**src/rtl/core/abp_pkg.sv**
```systemverilog
// Shared types, constants and helpers for the box projector.
`default_nettype none

package abp_pkg;

  localparam int MAX_IMAGE_DIM   = 4096;
  localparam int PIXEL_FRAC_BITS = 4;
  localparam int NUM_CORNERS     = 8;

  localparam int DIM_W     = 13;
  localparam int COORD_W   = 32;
  localparam int DELTA_W   = COORD_W + 1;
  localparam int COEF_W    = 48;
  localparam int HALF_W    = COEF_W / 2;
  localparam int PROD_W    = DELTA_W + HALF_W + 1;
  localparam int CLIP_W    = 88;
  localparam int SCALE_W   = $clog2(MAX_IMAGE_DIM) + 1 + PIXEL_FRAC_BITS;
  localparam int PIX_W     = 16;
  localparam int NUM_AXES  = 3;
  localparam int NUM_LANES = 3;
  localparam int NUM_ROWS  = 4;
  localparam int AX_W      = $clog2(NUM_AXES);
  localparam int ROW_W     = $clog2(NUM_ROWS);
  localparam int CNT_W     = $clog2(NUM_CORNERS);
  localparam int MUL_STEPS = NUM_AXES * 4;
  localparam int STEP_W    = $clog2(MUL_STEPS + 1);
  localparam int QDEPTH    = 2;

  localparam logic [DIM_W-1:0] RESET_WIDTH  = 13'd1920;
  localparam logic [DIM_W-1:0] RESET_HEIGHT = 13'd1080;

  // configuration register indexes
  localparam logic [0:0] REG_IMAGE_WIDTH  = 1'b0;
  localparam logic [0:0] REG_IMAGE_HEIGHT = 1'b1;

  // matrix columns as coded in the coefficient index
  localparam logic [1:0] COL_X = 2'd0;
  localparam logic [1:0] COL_Y = 2'd1;
  localparam logic [1:0] COL_Z = 2'd2;
  localparam logic [1:0] COL_W = 2'd3;

  // stored columns; z is never needed
  localparam int LANE_X = 0;
  localparam int LANE_Y = 1;
  localparam int LANE_W = 2;

  localparam logic [ROW_W-1:0] ROW_TRANSLATE = 2'd3;

  typedef enum logic {
    KIND_LOAD = 1'b0,
    KIND_BOX  = 1'b1
  } kind_t;

  typedef struct packed {
    kind_t                                 kind;
    logic [3:0]                            coef_index;
    logic [COEF_W-1:0]                     coef_value;
    logic [NUM_AXES-1:0][COORD_W-1:0]      lo;
    logic [NUM_AXES-1:0][DELTA_W-1:0]      dlt;
  } req_t;

  typedef struct packed {
    logic full;
    logic empty;
  } q_stat_t;

  typedef struct packed {
    logic             done;
    logic             trunc;
    logic [PIX_W-1:0] pix;
  } pix_res_t;

  function automatic logic [DIM_W-1:0] clamp_dim(input logic [DIM_W-1:0] v);
    logic [DIM_W-1:0] r;
    r = v;
    if (v == '0) r = DIM_W'(1);
    else if (v > DIM_W'(MAX_IMAGE_DIM)) r = DIM_W'(MAX_IMAGE_DIM);
    return r;
  endfunction

endpackage

`default_nettype wire

```
**src/rtl/core/abp_front.sv**
```systemverilog
// Front end: classify an incoming item and prepare corner deltas.
`default_nettype none

module abp_front
  import abp_pkg::*;
(
  input  logic                      in_push,
  input  logic                      in_req_type,
  input  logic [3:0]                in_coef_index,
  input  logic signed [COEF_W-1:0]  in_coef_value,
  input  logic signed [COORD_W-1:0] in_box_lo_x,
  input  logic signed [COORD_W-1:0] in_box_lo_y,
  input  logic signed [COORD_W-1:0] in_box_lo_z,
  input  logic signed [COORD_W-1:0] in_box_hi_x,
  input  logic signed [COORD_W-1:0] in_box_hi_y,
  input  logic signed [COORD_W-1:0] in_box_hi_z,
  input  q_stat_t                   q_stat,
  output logic                      q_push,
  output req_t                      q_data
);

  logic [NUM_AXES-1:0][COORD_W-1:0] lo;
  logic [NUM_AXES-1:0][COORD_W-1:0] hi;

  assign lo = {in_box_lo_z, in_box_lo_y, in_box_lo_x};
  assign hi = {in_box_hi_z, in_box_hi_y, in_box_hi_x};

  assign q_push = in_push && !q_stat.full;

  always_comb begin
    q_data = '0;
    if (in_req_type == KIND_BOX) begin
      q_data.kind = KIND_BOX;
      for (int a = 0; a < NUM_AXES; a++) begin
        q_data.lo[a]  = lo[a];
        // span of the box on this axis, one bit wider than a coordinate
        q_data.dlt[a] = {hi[a][COORD_W-1], hi[a]} - {lo[a][COORD_W-1], lo[a]};
      end
    end else begin
      q_data.kind       = KIND_LOAD;
      q_data.coef_index = in_coef_index;
      q_data.coef_value = in_coef_value;
    end
  end

endmodule

`default_nettype wire

```
**config.mk**
```make
export PLATFORM = sky130hd
export DESIGN_NAME = abp_front
export DESIGN_NICKNAME = d
export VERILOG_FILES = /design/src/rtl/core/abp_pkg.sv /design/src/rtl/core/abp_front.sv
export SDC_FILE = /design/constraint.sdc
export NUM_CORES = 1
export LEC_CHECK = 0
export ABC_AREA = 1
export BUFFER_PORTS_ARGS = -buffer_cell sky130_fd_sc_hd__buf_2
export CORE_AREA = 2 2 191 193
export DETAILED_ROUTE_END_ITERATION = 16
export DIE_AREA = 0 0 193 195
export GPL_TIMING_DRIVEN = 0
export SKIP_LAST_GASP = 1
export SYNTH_ARGS = -nofsm -noshare
export SYNTH_HDL_FRONTEND = slang
export SYNTH_SLANG_ARGS = --single-unit
```
**constraint.sdc**
```tcl
create_clock -name vclk -period 2.6
set_clock_uncertainty 0.1 [all_clocks]
set_input_delay 0 -clock vclk [all_inputs]
set_output_delay 0 -clock vclk [all_outputs]
set_load 0.01 [all_outputs]
```
# After elaboration in Yosys (flattened, before gate mapping)
# Index checks and enable logic that the tools add are counted.
dict set report op_classes {
  add_sub_neg 3
  n_mux 3
  n_reduce_logical 2
}
# op count
set ops {}
lappend ops {{195-bit two-way mux} 1}
lappend ops {{32-bit by 32-bit subtractor with 33-bit output} 3}
lappend ops {{52-bit two-way mux} 1}
lappend ops {{1-bit logical AND} 1}
lappend ops {{1-bit logical NOT} 1}
lappend ops {{1-bit two-way mux} 1}
dict set report word_totals {
  register_bits 0
  input_bits 248
  output_inout_bits 249
  elab_cells 8
}

# Longest topological paths before layout
dict set report depth {
  ltp_word 2
  mapped_depth 14
  ltp_nobuf 14
}

# Worst setup path after synthesis
# OpenSTA, ideal clock, no wires.
dict set report synth_path {
  path_type {input-to-output}
  start {input port in_box_hi_z[0]}
  end {output port q_data[98] in the netlist's numbering}
  t_arrival_ps 1408
  required_ps 2500
  setup_slack_ps 1092
  stages 14
  n_path_buf 0
  path_cell_list {inv_1 -> ha_1 -> fa_1 -> inv_1 -> nand2_1 -> nand2_1 -> nand3_1 -> nand2_1 -> nand2_1 -> nand2_2 -> nand2_2 -> nand3_2 -> nand2_1 -> nor2_1}
}
# item line_no
set synth_lines {}
lappend synth_lines {{start: declaration} abp_front.sv:16} ;# input logic signed [COORD_W-1:0] in_box_hi_z,
lappend synth_lines {{end: declaration} abp_front.sv:19} ;# output req_t q_data

==> results.ini <==
[outcome]
outcome = completed

[synthesis]
syn-instance-count = 2115
yosys.area.top_type = nand2_1
yosysSeqAreaShare_pct = 0
syn_area_um2 = 9703
yosys_warnings = 0
syn_nets = 2462
synth_top_area_share_pct = 28.63
syn_area_per_cell_um2 = 4.588
synth_common_cells = nand2_1 (740), inv_1 (608), nor2_1 (203), a21oi_1 (126), ha_1 (96)
yosysMostFrequentCell = nand2_1
synth.top_cells.by_area = nand2_1 (29%), inv_1 (24%), ha_1 (12%)
ys_types = 29

[worst_setup_path]
cp.buffers_inverters = 5
path_depth = 6
cp_max_fo = 10
critPathKind = in2out
crit_family = buffers and inverters
worstSetupEndpointType = primary output
startpoint_type = input port
required_ns = 2.50
crit_end = q_data[99]
slowest_delay_ns = 0.82
crit_start = in_req_type
worstPathArrival_ns = 2.18
worst_path_max_delay_cell = clkbuf_1
crit_chain = buf_2 -> clkbuf_1 -> clkbuf_1 -> nand2_1 -> inv_1 -> buf_2

[sta]
finalCritPeriodShare_pct = 87.59
period_needed_ns = 2.277
setup_viol = 0
tns_ns = 0
slew_headroom_pct = 28.20
hold_violations = 0
tightestPinTransition_ns = 1.077
slew_violations = 0
clock.fmax_mhz = 439.1
rsz0062_at_grt = false

[floorplan]
ioPinCount = 497
die_h_um = 195
initial_core_util_pct = 27.41
core_area_um2 = 35400
num_rows = 69
dieArea_um2 = 37640
dieWidth_um = 193

[global_routing]
grt_pass1_vias = 12567
grt-ovfl-total = 0
grt.total_usage_pct = 20.86
grt_pass1_wl_um = 62890
antenna_found_initial = 4
grt_max_degree = 11

[final_layout]
final_layout_size_suffix_gt1_share_pct = 23.59
syn_to_final_growth_pct = 31.63
seq_area_um2 = 0
seq_cells = 0
nets = 2960
nFillCells = 4194
n_clock_buffer = 0

[worst_hold_path]
hold_path.class = in2out

[route]
firstDrtPassIters = 5
final_antenna_net_count = 0
via_per_inst = 4.420
vias = 13597
drcViolationCount = 0
wl_um = 41270
drt_iter0_drc = 718
wl_per_cell_um = 13.42

[placement]
routabilityCongestion = 0.9524
portBuffers = 496
dp_hpwl_um = 37130

[clock_network]
post-cts-setup-buffers = 0
cts_resized = 0
hold_buffers = 0

[flow_run]
drv_cap = 0

[worst min-delay path by stage]
| stage | end | cells past startpoint | from | slack [ns] |
|---|---|---|---|---|
| 2_1_floorplan | q_push | 1 | q_stat[1] | -0.05 |
| 3_3_place_gp | q_push | 3 | q_stat[1] | 0.13 |
| 3_5_place_dp | q_push | 3 | q_stat[1] | 0.13 |
| 4_1_cts | q_push | 3 | q_stat[1] | 0.13 |
| 5_1_grt | q_push | 3 | q_stat[1] | 0.15 |
| 6_report | q_push | 3 | q_stat[1] | 0.13 |
[cell families (layout without fill, tap and decap cells)]
family	after synthesis	count (layout)	synth area share, %
and+or+nand+nor	1181	1181	51.36
xor gates and xnor gates	7	7	0.6319
other	0	4	0
AOI/OAI and AO/OA	179	179	9.632
adders and majority gates	99	99	13.00
buffers and inverters	649	1145	25.38
[metal layers]
layer,up-vias,track usage (%),part of all wire [%]
li1,7161,-,-
met1,5858,25.75,43
met2,524,38.19,47
met3,54,2.229,7.2
met4,0,5.107,2.7
met5,-,0,0
[per-stage QoR]
step / hold slack (ns) / instance area (um^2) / instances / worst slack [ns] / util (%)
floorplan: -0.05247 / 9703 / 2115 / 1.092 / -
global placement: 0.1300 / 12760 / 3072 / 0.2393 / 36.06
detailed placement: 0.1335 / 12760 / 3072 / 0.2490 / 36.06
CTS: 0.1335 / 12760 / 3072 / 0.2438 / 36.06
global route: 0.1482 / 12770 / 3075 / 0.08406 / 36.08
finish: 0.1296 / 12770 / 3076 / 0.3227 / 36.08
[cells in the final DEF (no fill, tap or decap)]
master	netlist	final
and2_2	3	3
nand2_2	40	40
nor2_4	5	5
a21oi_2	1	1
o21bai_1	11	11
xnor2_1	7	7
buf_2	4	500
clkbuf_1	20	20
nand2_1	740	740
nor3_1	10	10
nand3_2	5	5
nor2_1	203	203
a21oi_1	126	126
nor2_2	35	35
and2_1	24	24
inv_2	13	13
a21o_1	3	3
clkbuf_8	1	1
clkinv_1	1	1
or2_2	3	3
buf_6	1	1
diode_2	0	4
fa_1	3	3
o21ai_0	38	38
nand3_1	88	88
nand4_1	17	17
inv_1	608	608
nor3_2	8	8
buf_4	1	1
ha_1	96	96
[area by class of cell]
type | count | area (um^2) | area share, %
Buffer | 27 | 127.6 | 0.9992
Multi-Input combinational cell | 1466 | 7241 | 56.69
Inverter | 622 | 2335 | 18.28
Tap cell | 461 | 576.8 | 4.516
Antenna cell | 4 | 10.01 | 0.07837
Timing Repair Buffer | 496 | 2482 | 19.44
