`src/rtl/core/abp_pkg.sv`:
```
// Shared types, constants and helpers for the box projector.
`default_nettype none

package abp_pkg;

  localparam int MAX_IMAGE_DIM   = 4096;
  localparam int PIXEL_FRAC_BITS = 4;
  localparam int NUM_CORNERS     = 8;

  localparam int DIM_W     = 13;
  localparam int COORD_W   = 32;
  localparam int DELTA_W   = COORD_W + 1;
  localparam int COEF_W    = 48;
  localparam int HALF_W    = COEF_W / 2;
  localparam int PROD_W    = DELTA_W + HALF_W + 1;
  localparam int CLIP_W    = 88;
  localparam int SCALE_W   = $clog2(MAX_IMAGE_DIM) + 1 + PIXEL_FRAC_BITS;
  localparam int PIX_W     = 16;
  localparam int NUM_AXES  = 3;
  localparam int NUM_LANES = 3;
  localparam int NUM_ROWS  = 4;
  localparam int AX_W      = $clog2(NUM_AXES);
  localparam int ROW_W     = $clog2(NUM_ROWS);
  localparam int CNT_W     = $clog2(NUM_CORNERS);
  localparam int MUL_STEPS = NUM_AXES * 4;
  localparam int STEP_W    = $clog2(MUL_STEPS + 1);
  localparam int QDEPTH    = 2;

  localparam logic [DIM_W-1:0] RESET_WIDTH  = 13'd1920;
  localparam logic [DIM_W-1:0] RESET_HEIGHT = 13'd1080;

  // configuration register indexes
  localparam logic [0:0] REG_IMAGE_WIDTH  = 1'b0;
  localparam logic [0:0] REG_IMAGE_HEIGHT = 1'b1;

  // matrix columns as coded in the coefficient index
  localparam logic [1:0] COL_X = 2'd0;
  localparam logic [1:0] COL_Y = 2'd1;
  localparam logic [1:0] COL_Z = 2'd2;
  localparam logic [1:0] COL_W = 2'd3;

  // stored columns; z is never needed
  localparam int LANE_X = 0;
  localparam int LANE_Y = 1;
  localparam int LANE_W = 2;

  localparam logic [ROW_W-1:0] ROW_TRANSLATE = 2'd3;

  typedef enum logic {
    KIND_LOAD = 1'b0,
    KIND_BOX  = 1'b1
  } kind_t;

  typedef struct packed {
    kind_t                                 kind;
    logic [3:0]                            coef_index;
    logic [COEF_W-1:0]                     coef_value;
    logic [NUM_AXES-1:0][COORD_W-1:0]      lo;
    logic [NUM_AXES-1:0][DELTA_W-1:0]      dlt;
  } req_t;

  typedef struct packed {
    logic full;
    logic empty;
  } q_stat_t;

  typedef struct packed {
    logic             done;
    logic             trunc;
    logic [PIX_W-1:0] pix;
  } pix_res_t;

  function automatic logic [DIM_W-1:0] clamp_dim(input logic [DIM_W-1:0] v);
    logic [DIM_W-1:0] r;
    r = v;
    if (v == '0) r = DIM_W'(1);
    else if (v > DIM_W'(MAX_IMAGE_DIM)) r = DIM_W'(MAX_IMAGE_DIM);
    return r;
  endfunction

endpackage

`default_nettype wire

```
`src/rtl/core/abp_fifo.sv`:
```
// Short request queue between front and back end.
`default_nettype none

module abp_fifo
  import abp_pkg::*;
(
  input  logic    clk,
  input  logic    rst_n,
  input  logic    push,
  input  req_t    wdata,
  input  logic    pop,
  output req_t    head,
  output q_stat_t stat
);

  localparam int PTR_W = $clog2(QDEPTH);
  localparam int QC_W  = $clog2(QDEPTH + 1);

  req_t             mem_r [QDEPTH];
  logic [PTR_W-1:0] wptr_r, rptr_r;
  logic [QC_W-1:0]  count_r;
  logic             do_push, do_pop;

  assign stat.full  = (count_r == QC_W'(QDEPTH));
  assign stat.empty = (count_r == '0);
  assign do_push    = push && !stat.full;
  assign do_pop     = pop && !stat.empty;
  assign head       = mem_r[rptr_r];

  always_ff @(posedge clk) begin
    if (!rst_n) begin
      wptr_r  <= '0;
      rptr_r  <= '0;
      count_r <= '0;
    end else begin
      if (do_push) begin
        mem_r[wptr_r] <= wdata;
        wptr_r        <= wptr_r + 1'b1;
      end
      if (do_pop) rptr_r <= rptr_r + 1'b1;
      if (do_push && !do_pop) count_r <= count_r + 1'b1;
      else if (do_pop && !do_push) count_r <= count_r - 1'b1;
    end
  end

endmodule

`default_nettype wire

```
`config.mk`:
```
export PLATFORM = sky130hd
export DESIGN_NAME = abp_fifo
export DESIGN_NICKNAME = d
export VERILOG_FILES = /design/src/rtl/core/abp_pkg.sv /design/src/rtl/core/abp_fifo.sv
export SDC_FILE = /design/constraint.sdc
export NUM_CORES = 1
export LEC_CHECK = 0
export BUFFER_PORTS_ARGS = -buffer_cell sky130_fd_sc_hd__buf_2
export CAP_MARGIN = 10
export CORE_MARGIN = 10
export CORE_UTILIZATION = 52
export CTS_CLUSTER_SIZE = 24
export DETAILED_ROUTE_END_ITERATION = 12
export GPL_ROUTABILITY_DRIVEN = 0
export PLACE_DENSITY_LB_ADDON = 0.2
export REMOVE_ABC_BUFFERS = 1
export SLEW_MARGIN = 10
export SYNTH_ARGS = -nofsm -noshare
export SYNTH_HDL_FRONTEND = slang
export SYNTH_SLANG_ARGS = --single-unit
```
`constraint.sdc`:
```
create_clock -name clk -period 37.4 [get_ports clk]
set_input_delay 7.48 -clock clk [delete_from_list [all_inputs] [get_ports clk]]
set_output_delay 7.48 -clock clk [all_outputs]
set_load 0.02 [all_outputs]
```
* After elaboration in Yosys (flattened, before gate mapping)
Memories as Yosys holds them, arrays and structs flattened. A register that Yosys moved wholly into a read port is not among the register bits. Index checks and enable logic that the tools add are counted.
Operators by class: reduce and logical (&&, ||, !) cells 10, equality and inequality tests 1, mux-type cells 7, $add $sub $neg 4
Operators by type and width (count):
- 2-to-1 mux 1 bit | 5
- logical AND 1 bit | 4
- logical NOT 1 bit | 4
- 2-to-1 mux 2 bit | 2
- adder 1 bit (second input constant) | 2
- adder 2 x 1 -> 2 bit (second input constant) | 1
- equality test 2 bit (second input constant) | 1
- logical NOT 2 bit | 1
- nonzero test 2 bit | 1
- subtractor 2 x 1 -> 2 bit (second input constant) | 1
Word-level totals: RAM bits 496, input port bits 252, memories 1, register bits after elaboration 4, word-level logic and storage cells 26
Memory list:
- mem_r | words 2, width 248, rd ports 1, clocked after memory_dff 1, wr ports 1, RTL line abp_fifo.sv:19 | req_t mem_r [QDEPTH];

* Longest topological paths before layout
depth in word-level cells 7, depth in mapped cells 6, gate-level depth less buffers 6

* Worst setup path before layout
No wires, ideal clock.
path type input to register, start in push, end mem mem_r[0][0] in the netlist's numbering (enable), setup time 1551 ps, arrival 32767 ps, stages 2, setup slack 3082 ps, path buffers 0, cell sequence inv_1 -> nor4b_1
On the way: longest elaborated chain between the ends 4
Ends and longest elaborated chain:
- start: declaration | RTL line abp_fifo.sv:9 | input logic push,
- logical AND 1 bit | RTL line abp_fifo.sv:26 | assign do_push = push && !stat.full;
- 2-to-1 mux 1 bit | RTL line abp_fifo.sv:36 | if (do_push) begin
- 2-to-1 mux 1 bit | RTL line abp_fifo.sv:31 | if (!rst_n) begin
- 2-to-1 mux 1 bit (implied by the code) | RTL line abp_fifo.sv:37 | mem_r[wptr_r] <= wdata;
- end: declaration | RTL line abp_fifo.sv:19
No other way between the ends.

==> summary.md <==
| Metric | Value |
|---|---|
| Status | finished clean |
| Die W | roughly 210 microns |
| Critical Path AT | approximately 3.8 ns |
| Total grt overflow | 0 |
| CP Class | register to output pin |
| Final slew viol count | 0 |
| Final setup TNS | 0 ns |
| Cell count after synthesis | between 700 and 800 |
| Peak Freq | 0.0889 GHz |
| Reg-to-reg startpoint | count_r[0] |
| Cts hold-fix bufs | 0 |
| All-Layer GR Usage | 0.191 |
| XOR/XNOR Fraction of Synth Area | 0.00144 |
| Ordered cell list for the critical path | buf_4, buf_4, mux2_2, buf_2 |
| Share of power burned in registers | 0.460 |
| Fin nets | 1584 |
| Ys Warns | 0 |
| Min-delay src | count_r[1] |
| PwrDens | between 60 and 70 mW/mm^2 |
| Seq/Total Area, Yosys | 0.819 |
| Post-layout instance area | ~0.023 sq mm |
| FF-to-FF End | mem_r[1][210] |
| Cells after DPL | ~1.7k |
| Post-DP HPWL | 30700 microns |
| Worst path buffer plus inverter count | 3 |
| # Post-CTS Setup Buffers | 0 |
| Worst-Skew Late Latency | roughly 0.55 ns |
| Max VDD drop | ~0.043 mV |
| Largest family of logic cells by synthesized area | multiplexers |
| Synth Area in Adders | 0.000684 |
| Cell taking the most area after synthesis | edfxtp_1 |
| HP Class | register to register |
| Clock buffer depth | 3 |
| Register area | roughly 0.015 sq mm |
| Clock power share | 0.296 |
| R2R setup slack | 34.02 ns |
| Clk slew on worst S/H paths | approximately 0.060 ns |
| CP required | 29.92 ns |
| Setup skew after layout | 0.0132 ns |
| Die footprint | approximately 0.043 sq mm |
| Clock Root Buffer | clkbuf_16 |
| 1st-iter DRT viols | around 600 |
| Max incr delay on CP | 0.95 ns |
| Netlist cell types | 20 |
| Cts bufs inserted | 49 |
| PortBufs | 501 |
| Largest net degree at the start of global routing | 78 |
| Cts repair resizes | 0 |
| Area of the multi-input gates | 0.00301 sq mm |
| Slew @ Worst Pin | between 1 and 1.5 ns |
| Clock sinks | between 500 and 600 |
| Total number of vias | 9403 |
| Vias in the first global route | 9935 |
| Mean post-synth cell area | about 23 sq um |
| CP most frequent cell | buf_4 |
| Layout cell share with drive strength beyond 1 | 0.601 |
| Drt first pass iters | 4 |
| Cell family contributing the most delay on the critical path | buffers and inverters |
| Antenna-violating nets left | 0 |
| CP max FO | 70 |
| Final setup fails | 0 |
| Area after DPL | approximately 0.021 sq mm |
| Top cells by area, synth | edfxtp_1 (81%), mux2_2 (14%), mux2_4 (1.6%) |
| CP max stage cell | dfxtp_4 |
| Synthesized area | roughly 0.018 sq mm |
| Stages on the worst setup path | 4 |
| Synth Area in Compound Gates | 0.00164 |
| Drt drc | 0 |
| Int Power | ~0.0011 W |
| Relative slew slack | 0.320 |
| Net load switching power | about 0.00043 W |
| Fin cells | approximately 1.8k |
| CTS H-tree lvls | 2 |
| Post-synthesis mux area share | 0.157 |
| Final wirelength | roughly 43000 microns |
| Initial antenna violation count | 17 |
| Layout fillers | about 2.4k |
| RSZ-0062 raised after global routing | no |
| Sw Ratio | 0.286 |
| Post-Synth Simple-Gate Area | 0.00342 |
| Global-route wire length before repair | about 62000 microns |
| Pleak | ~8.3 nW |
| P&R area growth vs syn | 23.7% |
| Synth top area share | 0.814 |
| Die Ht | about 210 microns |
| Seq cells post-synth | between 500 and 600 |
| I/O pin count | between 500 and 600 |
| WL/cell | 23.4 microns |
| Critical Path Start Type | register |
| TritonCTS clock tree | yes |
| Number of max-cap violations | 0 |
| Starting density of the core | 0.528 |
| Comb pwr share | 0.244 |
| Minimum clock period | 11.25 ns |
| Hold Vio Cnt, Final | 0 |
| CP endpoint | head[59] |
| Worst Setup End Kind | output pin |
| Vias/cell | between 5 and 6 |
| Core area | 0.0346 sq mm |
| Crit share post-route | 0.301 |
| Worst reg2reg path depth | 5 |
| Row cnt | ~70 |
-- worst reg2reg max path, cell delays in order, from the launching register on --
cell and delay [ns]:
dfxtp_1 0.44, nor2b_2 0.10, nor2_1 0.15, and3_4 0.64
buf_4 0.71, buf_4 0.89
-- final cells by class --
type                            count  share of cell area
Sequential cell                   501               0.663
Multi-Input combinational cell    267               0.133
Timing Repair Buffer              511               0.114
Clock buffer                       66              0.0570
Tap cell                          455              0.0251
Clock inverter                     19             0.00613
Antenna cell                       18             0.00199
Inverter                            1            0.000166
-- synth_stat cells --
cell type  instances
a21boi_1           2
and2_1             3
and3_1             1
buf_2              2
buf_6             26
dfxtp_1            5
edfxtp_1         496
ha_1               1
inv_1              1
mux2_1             1
mux2_2           227
mux2_4            20
nor2_1             2
nor2b_2            1
nor4b_1            1
o21ai_0            2
o21ai_1            1
or3_1              2
xnor2_1            2
xor2_1             1
-- flip-flops by register name, indices dropped and copies added, names as in the netlist, named ones only --
register and count:
count_r 2, mem_r 496, rptr_r 1, wptr_r 1
-- per-stage QoR --
stage,util,hold slack [ns],total power [W],setup slack [ns]
2_1_floorplan,-,0.466,0.000993,3.08
3_3_place_gp,0.611,0.496,0.00107,26.72
3_5_place_dp,0.611,0.516,0.00107,26.65
4_1_cts,0.652,0.528,0.00152,26.06
5_1_grt,0.653,0.558,0.00156,25.91
6_report,0.654,0.526,0.00150,26.15
-- layer usage --
| metal | global-route usage | up-vias | share of wire |
|---|---|---|---|
| li1 | - | 4285 | - |
| met1 | 0.216 | 4625 | 0.36 |
| met2 | 0.321 | 404 | 0.51 |
| met3 | 0.0699 | 83 | 0.097 |
| met4 | 0.0798 | 6 | 0.034 |
| met5 | 0 | - | 0.00097 |
-- cells by family (layout without fill, tap and decap cells) --
| logic type | Yosys count | count (layout) |
|---|---|---|
| compound gates | 5 | 5 |
| xor+xnor | 3 | 3 |
| fa+ha+maj | 1 | 1 |
| buf+inv | 29 | 597 |
| flops | 501 | 501 |
| mux | 248 | 248 |
| other cells | 0 | 18 |
| simple gates | 10 | 10 |
-- power groups by stage --
| stage | clock [W] | sequential (W) | combinational (W) |
|---|---|---|---|
| 2_1_floorplan | 0 | 0.000744 | 0.000249 |
| 3_3_place_gp | 0 | 0.000700 | 0.000367 |
| 3_5_place_dp | 0 | 0.000700 | 0.000369 |
| 4_1_cts | 0.000455 | 0.000689 | 0.000372 |
| 5_1_grt | 0.000478 | 0.000692 | 0.000387 |
| 6_report | 0.000444 | 0.000688 | 0.000365 |
-- worst min path at each step --
stage                  to  slack, ns  depth (start not counted)
3_3_place_gp       wptr_r       0.50                          2
6_report       count_r[1]       0.53                          2
2_1_floorplan      wptr_r       0.47                          2
3_5_place_dp   count_r[1]       0.52                          2
4_1_cts        count_r[1]       0.53                          2
5_1_grt        count_r[1]       0.56                          2
-- cell usage in the layout (no fill, tap or decap) --
cell type   count
inv_1           1
or3_1           2
clkbuf_16      49
dfxtp_1         4
clkinv_1       10
diode_2        18
o21ai_1         1
buf_2         501
dfxtp_4         1
nor2_1          2
o21ai_0         2
bufinv_16       2
nor2b_2         1
clkinvlp_4      1
clkinv_4        1
clkinv_2        5
and2_1          3
xor2_1          1
edfxtp_1      496
buf_4          10
clkbuf_1       17
nor4b_2         1
xnor2_1         2
mux2_1          1
ha_1            1
and3_4          1
a21boi_1        2
mux2_4         20
mux2_2        227
(Power assumes the default switching activity.)
